`config.mk`:
```
export PLATFORM = sky130hd
export DESIGN_NAME = fen_placement_to_bitboards
export DESIGN_NICKNAME = d
export VERILOG_FILES = /design/src/hdl/fpb_pkg.sv /design/src/hdl/fpb_decode.sv /design/src/hdl/fpb_state.sv /design/src/hdl/fen_placement_to_bitboards.sv
export SDC_FILE = /design/constraint.sdc
export NUM_CORES = 2
export LEC_CHECK = 0
export ABC_AREA = 1
export BUFFER_PORTS_ARGS = -buffer_cell sky130_fd_sc_hd__clkbuf_2
export CAP_MARGIN = 20
export CORE_UTILIZATION = 50
export CTS_BUF_LIST = sky130_fd_sc_hd__clkbuf_8
export DETAILED_ROUTE_END_ITERATION = 10
export GPL_ROUTABILITY_DRIVEN = 1
export MAX_ROUTING_LAYER = met4
export PLACE_DENSITY = 0.7
export SLEW_MARGIN = 20
export SYNTH_ARGS = -nofsm -noshare
export SYNTH_HDL_FRONTEND = slang
export SYNTH_SLANG_ARGS = --single-unit
```
`constraint.sdc`:
```
create_clock -name i_clk -period 70 [get_ports i_clk]
set_input_delay 10.5 -clock i_clk [delete_from_list [all_inputs] [get_ports i_clk]]
set_output_delay 10.5 -clock i_clk [all_outputs]
set_load 0.03 [all_outputs]
```
`src/hdl/fpb_pkg.sv`:
```
// Shared types, character codes and status codes for the FEN placement parser.
// No dependencies; every other file imports this package.
package fpb_pkg;

    localparam int unsigned NUM_BOARDS = 8;
    localparam int unsigned BOARD_W    = 64;
    localparam int unsigned CH_W       = 8;
    localparam int unsigned IDX_W      = 4;
    localparam int unsigned OUT_DATA_W = 520;   // 8 boards + status, padded to bytes
    localparam int unsigned OUT_PAD_W  = OUT_DATA_W - NUM_BOARDS * BOARD_W - 2;

    // board slots in the result word, lowest first
    localparam int unsigned BD_WHITE = 0;
    localparam int unsigned BD_BLACK = 1;

    localparam logic [IDX_W-1:0] ROWS    = 4'd8;
    localparam logic [IDX_W-1:0] COLS    = 4'd8;
    localparam logic [IDX_W-1:0] COL_SAT = 4'd9;

    localparam logic [CH_W-1:0] CH_SPACE    = 8'h20;
    localparam logic [CH_W-1:0] CH_SLASH    = 8'h2F;
    localparam logic [CH_W-1:0] CH_ZERO     = 8'h30;
    localparam logic [CH_W-1:0] CH_NINE     = 8'h39;
    localparam logic [CH_W-1:0] CH_UPPER_A  = 8'h41;
    localparam logic [CH_W-1:0] CH_UPPER_Z  = 8'h5A;
    localparam logic [CH_W-1:0] CH_CASE_OFS = 8'h20;
    localparam logic [CH_W-1:0] CH_PAWN     = 8'h70;  // 'p'
    localparam logic [CH_W-1:0] CH_KNIGHT   = 8'h6E;  // 'n'
    localparam logic [CH_W-1:0] CH_BISHOP   = 8'h62;  // 'b'
    localparam logic [CH_W-1:0] CH_ROOK     = 8'h72;  // 'r'
    localparam logic [CH_W-1:0] CH_QUEEN    = 8'h71;  // 'q'
    localparam logic [CH_W-1:0] CH_KING     = 8'h6B;  // 'k'

    typedef enum logic [1:0] {
        ST_OK        = 2'd0,
        ST_BAD_PIECE = 2'd1,
        ST_BAD_COLS  = 2'd2,
        ST_FEW_ROWS  = 2'd3
    } t_status;

    typedef enum logic [2:0] {
        CK_SPACE,
        CK_SLASH,
        CK_DIGIT,
        CK_PIECE,
        CK_OTHER
    } t_ch_kind;

    // encoding equals the piece board slot in the result word
    typedef enum logic [2:0] {
        PC_PAWN   = 3'd2,
        PC_KNIGHT = 3'd3,
        PC_BISHOP = 3'd4,
        PC_ROOK   = 3'd5,
        PC_QUEEN  = 3'd6,
        PC_KING   = 3'd7
    } t_piece;

    typedef logic [BOARD_W-1:0]                  t_board;
    typedef logic [NUM_BOARDS-1:0][BOARD_W-1:0]  t_board_set;

    typedef struct packed {
        t_ch_kind          kind;
        t_piece            piece;
        logic              white;
        logic [IDX_W-1:0]  digit;
    } t_ch_info;

    typedef struct packed {
        logic [CH_W-1:0] ch;
        logic            first;
        logic            last;
    } t_item;

    function automatic t_status keep_first(t_status cur, t_status code);
        return (cur == ST_OK) ? code : cur;
    endfunction

endpackage

```
`src/hdl/fpb_decode.sv`:
```
// Character classifier: sorts one ASCII character into space, slash, digit,
// piece letter or unknown. Depends on fpb_pkg.
module fpb_decode (
    input  logic [fpb_pkg::CH_W-1:0] i_ch,
    output fpb_pkg::t_ch_info        o_info
);
    import fpb_pkg::*;

    logic            upper;
    logic [CH_W-1:0] low;

    always_comb begin
        upper = (i_ch >= CH_UPPER_A) && (i_ch <= CH_UPPER_Z);
        low   = upper ? i_ch + CH_CASE_OFS : i_ch;

        o_info.kind  = CK_OTHER;
        o_info.piece = PC_PAWN;
        o_info.white = upper;
        o_info.digit = IDX_W'(i_ch - CH_ZERO);

        if (i_ch == CH_SPACE) begin
            o_info.kind = CK_SPACE;
        end else if (i_ch == CH_SLASH) begin
            o_info.kind = CK_SLASH;
        end else if (i_ch inside {[CH_ZERO:CH_NINE]}) begin
            o_info.kind = CK_DIGIT;
        end else begin
            o_info.kind = CK_PIECE;
            case (low)
                CH_PAWN:   o_info.piece = PC_PAWN;
                CH_KNIGHT: o_info.piece = PC_KNIGHT;
                CH_BISHOP: o_info.piece = PC_BISHOP;
                CH_ROOK:   o_info.piece = PC_ROOK;
                CH_QUEEN:  o_info.piece = PC_QUEEN;
                CH_KING:   o_info.piece = PC_KING;
                default:   o_info.kind  = CK_OTHER;
            endcase
        end
    end

endmodule

```
`src/hdl/fpb_state.sv`:
```
// Parser state (boards, row and column pointers, first error, done flag) and
// the single-step update for one character. Depends on fpb_pkg, fpb_decode.
module fpb_state (
    input  logic                i_clk,
    input  logic                i_rst_n,
    input  logic                i_step,
    input  fpb_pkg::t_item      i_item,
    output logic                o_emit,
    output fpb_pkg::t_board_set o_boards,
    output fpb_pkg::t_status    o_status
);
    import fpb_pkg::*;

    t_ch_info info;

    t_board_set       r_boards, n_boards;
    logic [IDX_W-1:0] r_row, n_row;
    logic [IDX_W-1:0] r_col, n_col;
    t_status          r_err, n_err;
    logic             r_done, n_done;

    logic             finish;
    logic [IDX_W:0]   col_sum;
    t_board           sq_mask;
    logic [NUM_BOARDS-1:0] sel;

    fpb_decode u_decode (
        .i_ch   (i_item.ch),
        .o_info (info)
    );

    // board select: colour board plus the piece board
    always_comb begin
        for (int i = 0; i < NUM_BOARDS; i++) begin
            if (i == BD_WHITE) begin
                sel[i] = info.white;
            end else if (i == BD_BLACK) begin
                sel[i] = !info.white;
            end else begin
                sel[i] = (info.piece == t_piece'(3'(i)));
            end
        end
    end

    always_comb begin
        n_boards = r_boards;
        n_row    = r_row;
        n_col    = r_col;
        n_err    = r_err;
        n_done   = r_done;
        finish   = 1'b0;
        col_sum  = '0;
        sq_mask  = '0;

        if (i_item.first) begin
            n_boards = '0;
            n_row    = '0;
            n_col    = '0;
            n_err    = ST_OK;
            n_done   = 1'b0;
        end

        if (!n_done) begin
            if (info.kind == CK_SPACE) begin
                finish = 1'b1;
            end else begin
                if (n_row < ROWS) begin
                    case (info.kind)
                        CK_SLASH: begin
                            if (n_col != COLS) begin
                                n_err = keep_first(n_err, ST_BAD_COLS);
                            end
                            n_row = n_row + 1'b1;
                            n_col = '0;
                        end
                        CK_DIGIT: begin
                            col_sum = {1'b0, n_col} + {1'b0, info.digit};
                            n_col   = (col_sum > {1'b0, COL_SAT}) ? COL_SAT : col_sum[IDX_W-1:0];
                        end
                        CK_PIECE: begin
                            if (n_col < COLS) begin
                                // square (7-row)*8 + (7-col)
                                sq_mask = t_board'(1) << (~{n_row[2:0], n_col[2:0]});
                                for (int i = 0; i < NUM_BOARDS; i++) begin
                                    if (sel[i]) begin
                                        n_boards[i] = n_boards[i] | sq_mask;
                                    end
                                end
                            end
                            n_col = (n_col >= COL_SAT) ? COL_SAT : n_col + 1'b1;
                        end
                        CK_OTHER: begin
                            n_err = keep_first(n_err, ST_BAD_PIECE);
                        end
                        default: ;
                    endcase
                end
                finish = i_item.last;
            end

            if (finish) begin
                if ((n_row < ROWS) && (n_col != COLS)) begin
                    n_err = keep_first(n_err, ST_BAD_COLS);
                end
                if (n_row < ROWS - 1'b1) begin
                    n_err = keep_first(n_err, ST_FEW_ROWS);
                end
                n_done = 1'b1;
            end
        end
    end

    always_ff @(posedge i_clk) begin
        if (!i_rst_n) begin
            r_boards <= '0;
            r_row    <= '0;
            r_col    <= '0;
            r_err    <= ST_OK;
            r_done   <= 1'b0;
        end else if (i_step) begin
            r_boards <= n_boards;
            r_row    <= n_row;
            r_col    <= n_col;
            r_err    <= n_err;
            r_done   <= n_done;
        end
    end

    assign o_emit   = finish;
    assign o_boards = n_boards;
    assign o_status = n_err;

endmodule

```
`src/hdl/fen_placement_to_bitboards.sv`:
```
// Top level of the FEN piece-placement parser: input register, parser state
// and result register with the stream handshakes. Depends on fpb_pkg, fpb_state.
//
// One character is taken per clock, back to back, with no bubbles: a word
// enters the input register, is decoded and folded into the boards when it
// steps out of that register, and when it ends the placement field (space or
// tlast) the eight boards and the status are loaded into the result register
// in that same step, and the result word is offered from there. The result
// register holds a finished word until it is taken, while one further
// character can enter the input register; input stalls only when the result
// register is full and not being taken. tuser[0] starts a new string and clears all boards.
module fen_placement_to_bitboards (
    input  logic                            i_clk,
    input  logic                            i_rst_n,
    input  logic                            i_s_tvalid,
    output logic                            o_s_tready,
    input  logic [fpb_pkg::CH_W-1:0]        i_s_tdata,   // [7:0] ch
    input  logic                            i_s_tlast,   // last_char
    input  logic [0:0]                      i_s_tuser,   // [0] first_char
    output logic                            o_m_tvalid,
    input  logic                            i_m_tready,
    // [63:0] white, [127:64] black, [191:128] pawn, [255:192] knight,
    // [319:256] bishop, [383:320] rook, [447:384] queen, [511:448] king,
    // [513:512] status, rest zero
    output logic [fpb_pkg::OUT_DATA_W-1:0]  o_m_tdata
);
    import fpb_pkg::*;

    logic       r_in_valid;
    t_item      r_item;
    logic       r_out_valid;
    t_board_set r_boards;
    t_status    r_status;

    logic       adv;
    logic       step;
    logic       emit;
    t_board_set boards;
    t_status    status;

    assign adv        = !r_out_valid || i_m_tready;
    assign step       = r_in_valid && adv;
    assign o_s_tready = !r_in_valid || adv;

    always_ff @(posedge i_clk) begin
        if (!i_rst_n) begin
            r_in_valid <= 1'b0;
        end else if (o_s_tready) begin
            r_in_valid <= i_s_tvalid;
        end
    end

    always_ff @(posedge i_clk) begin
        if (o_s_tready && i_s_tvalid) begin
            r_item.ch    <= i_s_tdata;
            r_item.first <= i_s_tuser[0];
            r_item.last  <= i_s_tlast;
        end
    end

    fpb_state u_state (
        .i_clk    (i_clk),
        .i_rst_n  (i_rst_n),
        .i_step   (step),
        .i_item   (r_item),
        .o_emit   (emit),
        .o_boards (boards),
        .o_status (status)
    );

    always_ff @(posedge i_clk) begin
        if (!i_rst_n) begin
            r_out_valid <= 1'b0;
        end else if (adv) begin
            r_out_valid <= step && emit;
        end
    end

    // load the result word only when a field closes
    always_ff @(posedge i_clk) begin
        if (step && emit) begin
            r_boards <= boards;
            r_status <= status;
        end
    end

    assign o_m_tvalid = r_out_valid;
    assign o_m_tdata  = {{OUT_PAD_W{1'b0}}, r_status, r_boards};

endmodule
```
==> impl_metrics.toml <==
[sta]
fmax_mhz = 46.62
tns_ns = 0
drv_slew = 0
timing.slew.headroom_pct = 22.91
tightest_slew_ns = 1.156
fin_crit_sh_pct = 30.64
period_minus_slack_ns = 21.45
timing.final.setup_violations = 0
finalClockSkew_ns = 0.03955
fin_worst_hold_slack_ns = 0.4665
rsz_0062_raised_after_global_routing = "false"
finalHoldViolCount = 0

[setup_path]
required_ns = 59.50
timing.rr.start = "r_item[1]"
crit_arrival_ns = 10.95
critPathMaxFanout = 3
timing.critical_path.to_type = "output pin"
reg2reg_setup_slack_ns = 64.88
cp_launch_type = "input pin"
worstRegToRegCells = 11
setup.worst_path.class = "in -> out"
crit-reg2reg-capture = "u_state.r_boards[350]"

[synthesis]
synth_top_area_share_pct = 36.65
yosysTopAreaCell = "sky130_fd_sc_hd__edfxtp_1"
yosys-top-cells-area = "sky130_fd_sc_hd__edfxtp_1, sky130_fd_sc_hd__dfxtp_1, sky130_fd_sc_hd__inv_1"
post_synth_and_or_nand_nor_area_fraction_pct = 3.439
syn_area_per_cell_um2 = 9.637
ys_warn_count = 0
synth.cell_area_mm2 = 0.04293
synth.ff_latch_count = 1049
synth.area.mux_share_pct = 0
synth_area_in_compound_gates_pct = 21.76
seq_area_frac_synth_pct = 61.13
ffs_w_async_s_r_synth_pct = 0
synth-edff-count = 524
synth_flop_cell = "sky130_fd_sc_hd__dfxtp_1"
dominant_combinational_cell_family_by_area_after_synthesis = "compound AO/OA/AOI/OAI gates"
netlist_instances = 4455
synth_adder_area_share_pct = 0.4255
post_synth_num_cell_types = 46
synth_xor_xnor_area_share_pct = 0.08160

[grt]
number_of_antenna_violations_at_the_first_check_in_global_routing = 7
grt_util_all_layers_pct = 28.30
number_of_global_route_vias_before_repair = 29398
grt_remaining_overflow = 0
grt_pass1_wl_um = 179900
grt_start_max_net_pins = 281

[cts]
clk-insertion-delay-late_ns = 0.85
cts_post_setup_buffers_inserted = 0
clock_tree.root_cell = "sky130_fd_sc_hd__clkbuf_8"
ctsResizeCount = 0
clkSinkCount = 1049
cts_buffers = 168
clk_path_buf_depth = 3
cts.reportedPaths.clkPinSlew_ns = 0.06
tritoncts = "yes"
post_cts_hold_buffer_count = 0
cts.htree.levels = 4

[worst_hold_path]
min_path_type = "reg -> reg"
holdPathStages = 2
hold-path-endpoint = "u_state.r_boards[447]"
min_from = "u_state.r_boards[447]"

[placement]
gp_congestion = 0.9021
placement.io_buffers = 529
place_hpwl_um = 78000

[routing]
drtPass1Iterations = 6
dr.first_iter.drc_count = 3573
drc = 0
routed_via_density = 5.365
route.final.wire_length_um = 123800
drt-wirelength-per-cell_um = 19.99
vias = 33216
drt.antenna.violating_nets = 0

[finish]
final_net_count = 4923
post_route_cells_drive_above_1_share_pct = 18.31
syn2layout_area_growth_pct = 15.33

[pwr]
clockPowerShare_pct = 38.7
p_per_area_mw_per_mm2 = 26.65
seq_power_share_pct = 52.0
vdd_ir_drop_max_v = 0.00001605
power.share.switching_pct = 26.56
power.static_leakage_nw = 21.77
comb_power_share_pct = 9.3
net_switching_power_figure_mw = 0.3505
internal_power_mw = 0.9692

[die]
die_height_um = 295.0
core_mm2 = 0.08515
initial_utilization_pct = 50.42
die-width_um = 295.0
top_level_ports = 536
floorplan.rows = 107
die_area_mm2 = 0.08705

[status]
status = "completed"

[job]
timing.max_cap.violations = 0
## cells by family after synthesis
family	count (synthesis)
AOI/OAI and AO/OA	1579
xor gates and xnor gates	4
adders and majority gates	14
buffers and inverters	1470
DFF	1049
other	1
and+or+nand+nor	338
## flip-flops by register name (all words and copies together), names as in the netlist
signal            count
o_m_tdata           512
o_m_tvalid            1
r_in_valid            1
r_item               10
r_status              2
u_state.r_boards    512
u_state.r_col         4
u_state.r_done        1
u_state.r_err         2
u_state.r_row         4
## final cells by class
type                       instances  area (µm²)
antenna                            6       15.01
clock buffer                     188        2587
clock inverter                   128       708.2
fill                            7367       35630
inverter                        1170        4402
multi-input combinational       1941       11120
sequential                      1049       26250
tap                             1144        1431
timing repair buffer             565        3004
## synthesized netlist by cell type (4+ instances only)
| cell type | number |
|---|---|
| sky130_fd_sc_hd__a21oi_1 | 531 |
| sky130_fd_sc_hd__buf_1 | 11 |
| sky130_fd_sc_hd__buf_2 | 33 |
| sky130_fd_sc_hd__buf_4 | 15 |
| sky130_fd_sc_hd__buf_6 | 4 |
| sky130_fd_sc_hd__clkbuf_1 | 237 |
| sky130_fd_sc_hd__dfxtp_1 | 525 |
| sky130_fd_sc_hd__edfxtp_1 | 524 |
| sky130_fd_sc_hd__ha_1 | 13 |
| sky130_fd_sc_hd__inv_1 | 1155 |
| sky130_fd_sc_hd__inv_2 | 11 |
| sky130_fd_sc_hd__nand2_1 | 158 |
| sky130_fd_sc_hd__nand2_2 | 6 |
| sky130_fd_sc_hd__nand3_1 | 37 |
| sky130_fd_sc_hd__nand4_1 | 4 |
| sky130_fd_sc_hd__nor2_1 | 93 |
| sky130_fd_sc_hd__nor3_1 | 26 |
| sky130_fd_sc_hd__o21ai_0 | 506 |
| sky130_fd_sc_hd__o21ai_1 | 22 |
| sky130_fd_sc_hd__o22ai_1 | 350 |
| sky130_fd_sc_hd__o22ai_2 | 90 |
| sky130_fd_sc_hd__o32ai_1 | 64 |
| sky130_fd_sc_hd__o32ai_2 | 5 |
| sky130_fd_sc_hd__xor2_1 | 4 |
## critical path: stages
cell and delay [ns]:
sky130_fd_sc_hd__clkbuf_2 0.08, sky130_fd_sc_hd__inv_1 0.06, sky130_fd_sc_hd__nand3_1 0.11, sky130_fd_sc_hd__clkbuf_2 0.21
## cells in the final DEF (no fill, tap or decap), types with 3 or more instances in the layout
cell	instances
sky130_fd_sc_hd__a21oi_1	531
sky130_fd_sc_hd__buf_12	5
sky130_fd_sc_hd__buf_4	29
sky130_fd_sc_hd__bufinv_16	3
sky130_fd_sc_hd__clkbuf_2	529
sky130_fd_sc_hd__clkbuf_8	188
sky130_fd_sc_hd__clkinv_1	21
sky130_fd_sc_hd__clkinv_2	15
sky130_fd_sc_hd__clkinv_8	6
sky130_fd_sc_hd__conb_1	6
sky130_fd_sc_hd__dfxtp_1	525
sky130_fd_sc_hd__diode_2	6
sky130_fd_sc_hd__edfxtp_1	524
sky130_fd_sc_hd__ha_1	13
sky130_fd_sc_hd__inv_1	1232
sky130_fd_sc_hd__inv_2	10
sky130_fd_sc_hd__inv_6	3
sky130_fd_sc_hd__inv_8	3
sky130_fd_sc_hd__nand2_1	154
sky130_fd_sc_hd__nand2_2	6
sky130_fd_sc_hd__nand2_4	5
sky130_fd_sc_hd__nand3_1	37
sky130_fd_sc_hd__nand4_1	4
sky130_fd_sc_hd__nor2_1	91
sky130_fd_sc_hd__nor2_2	4
sky130_fd_sc_hd__nor2_4	4
sky130_fd_sc_hd__nor3_1	23
sky130_fd_sc_hd__nor3_2	3
sky130_fd_sc_hd__o21ai_0	506
sky130_fd_sc_hd__o21ai_1	22
sky130_fd_sc_hd__o22ai_1	350
sky130_fd_sc_hd__o22ai_2	90
sky130_fd_sc_hd__o32ai_1	64
sky130_fd_sc_hd__o32ai_2	5
sky130_fd_sc_hd__xor2_1	4
## worst max path at each step
stage | start | endpoint | slack [ns]
2_1_floorplan | i_m_tready | o_m_tdata[0] | 35.95
3_3_place_gp | i_m_tready | o_s_tready | 48.55
3_5_place_dp | i_m_tready | o_s_tready | 48.56
4_1_cts | i_m_tready | o_s_tready | 48.56
5_1_grt | i_m_tready | o_s_tready | 48.49
6_report | i_m_tready | o_s_tready | 48.55
## power groups by stage
stage	Clock [mW]	Combinational, mW	Sequential (mW)
after floorplan	0	0.0728	0.724
after global placement	0	0.118	0.698
after detailed placement	0	0.121	0.699
after CTS	0.520	0.122	0.686
after global routing	0.547	0.135	0.688
final	0.511	0.123	0.686
## metal layers
layer,global-route usage (%),up-vias,routed length [µm]
li1,-,15819,-
met1,38.40,15776,53740
met2,40.98,1403,55020
met3,6.864,218,10880
met4,10.59,0,4139
met5,-,-,0
## stage by stage
stage                     utilization, %  total power, mW  setup WS, ns  cell area [µm²]  cells
final                              58.15            1.320         48.55            49520   6191
after global routing               58.15            1.370         48.49            49510   6190
after detailed placement           54.23           0.8202         48.56            46170   5868
after CTS                          58.10            1.327         48.56            49470   6184
after global placement             54.23           0.8163         48.55            46170   5868
after floorplan                        -           0.7964         35.95            42950   4460
Note: power is estimated with default switching activity, not from simulation.
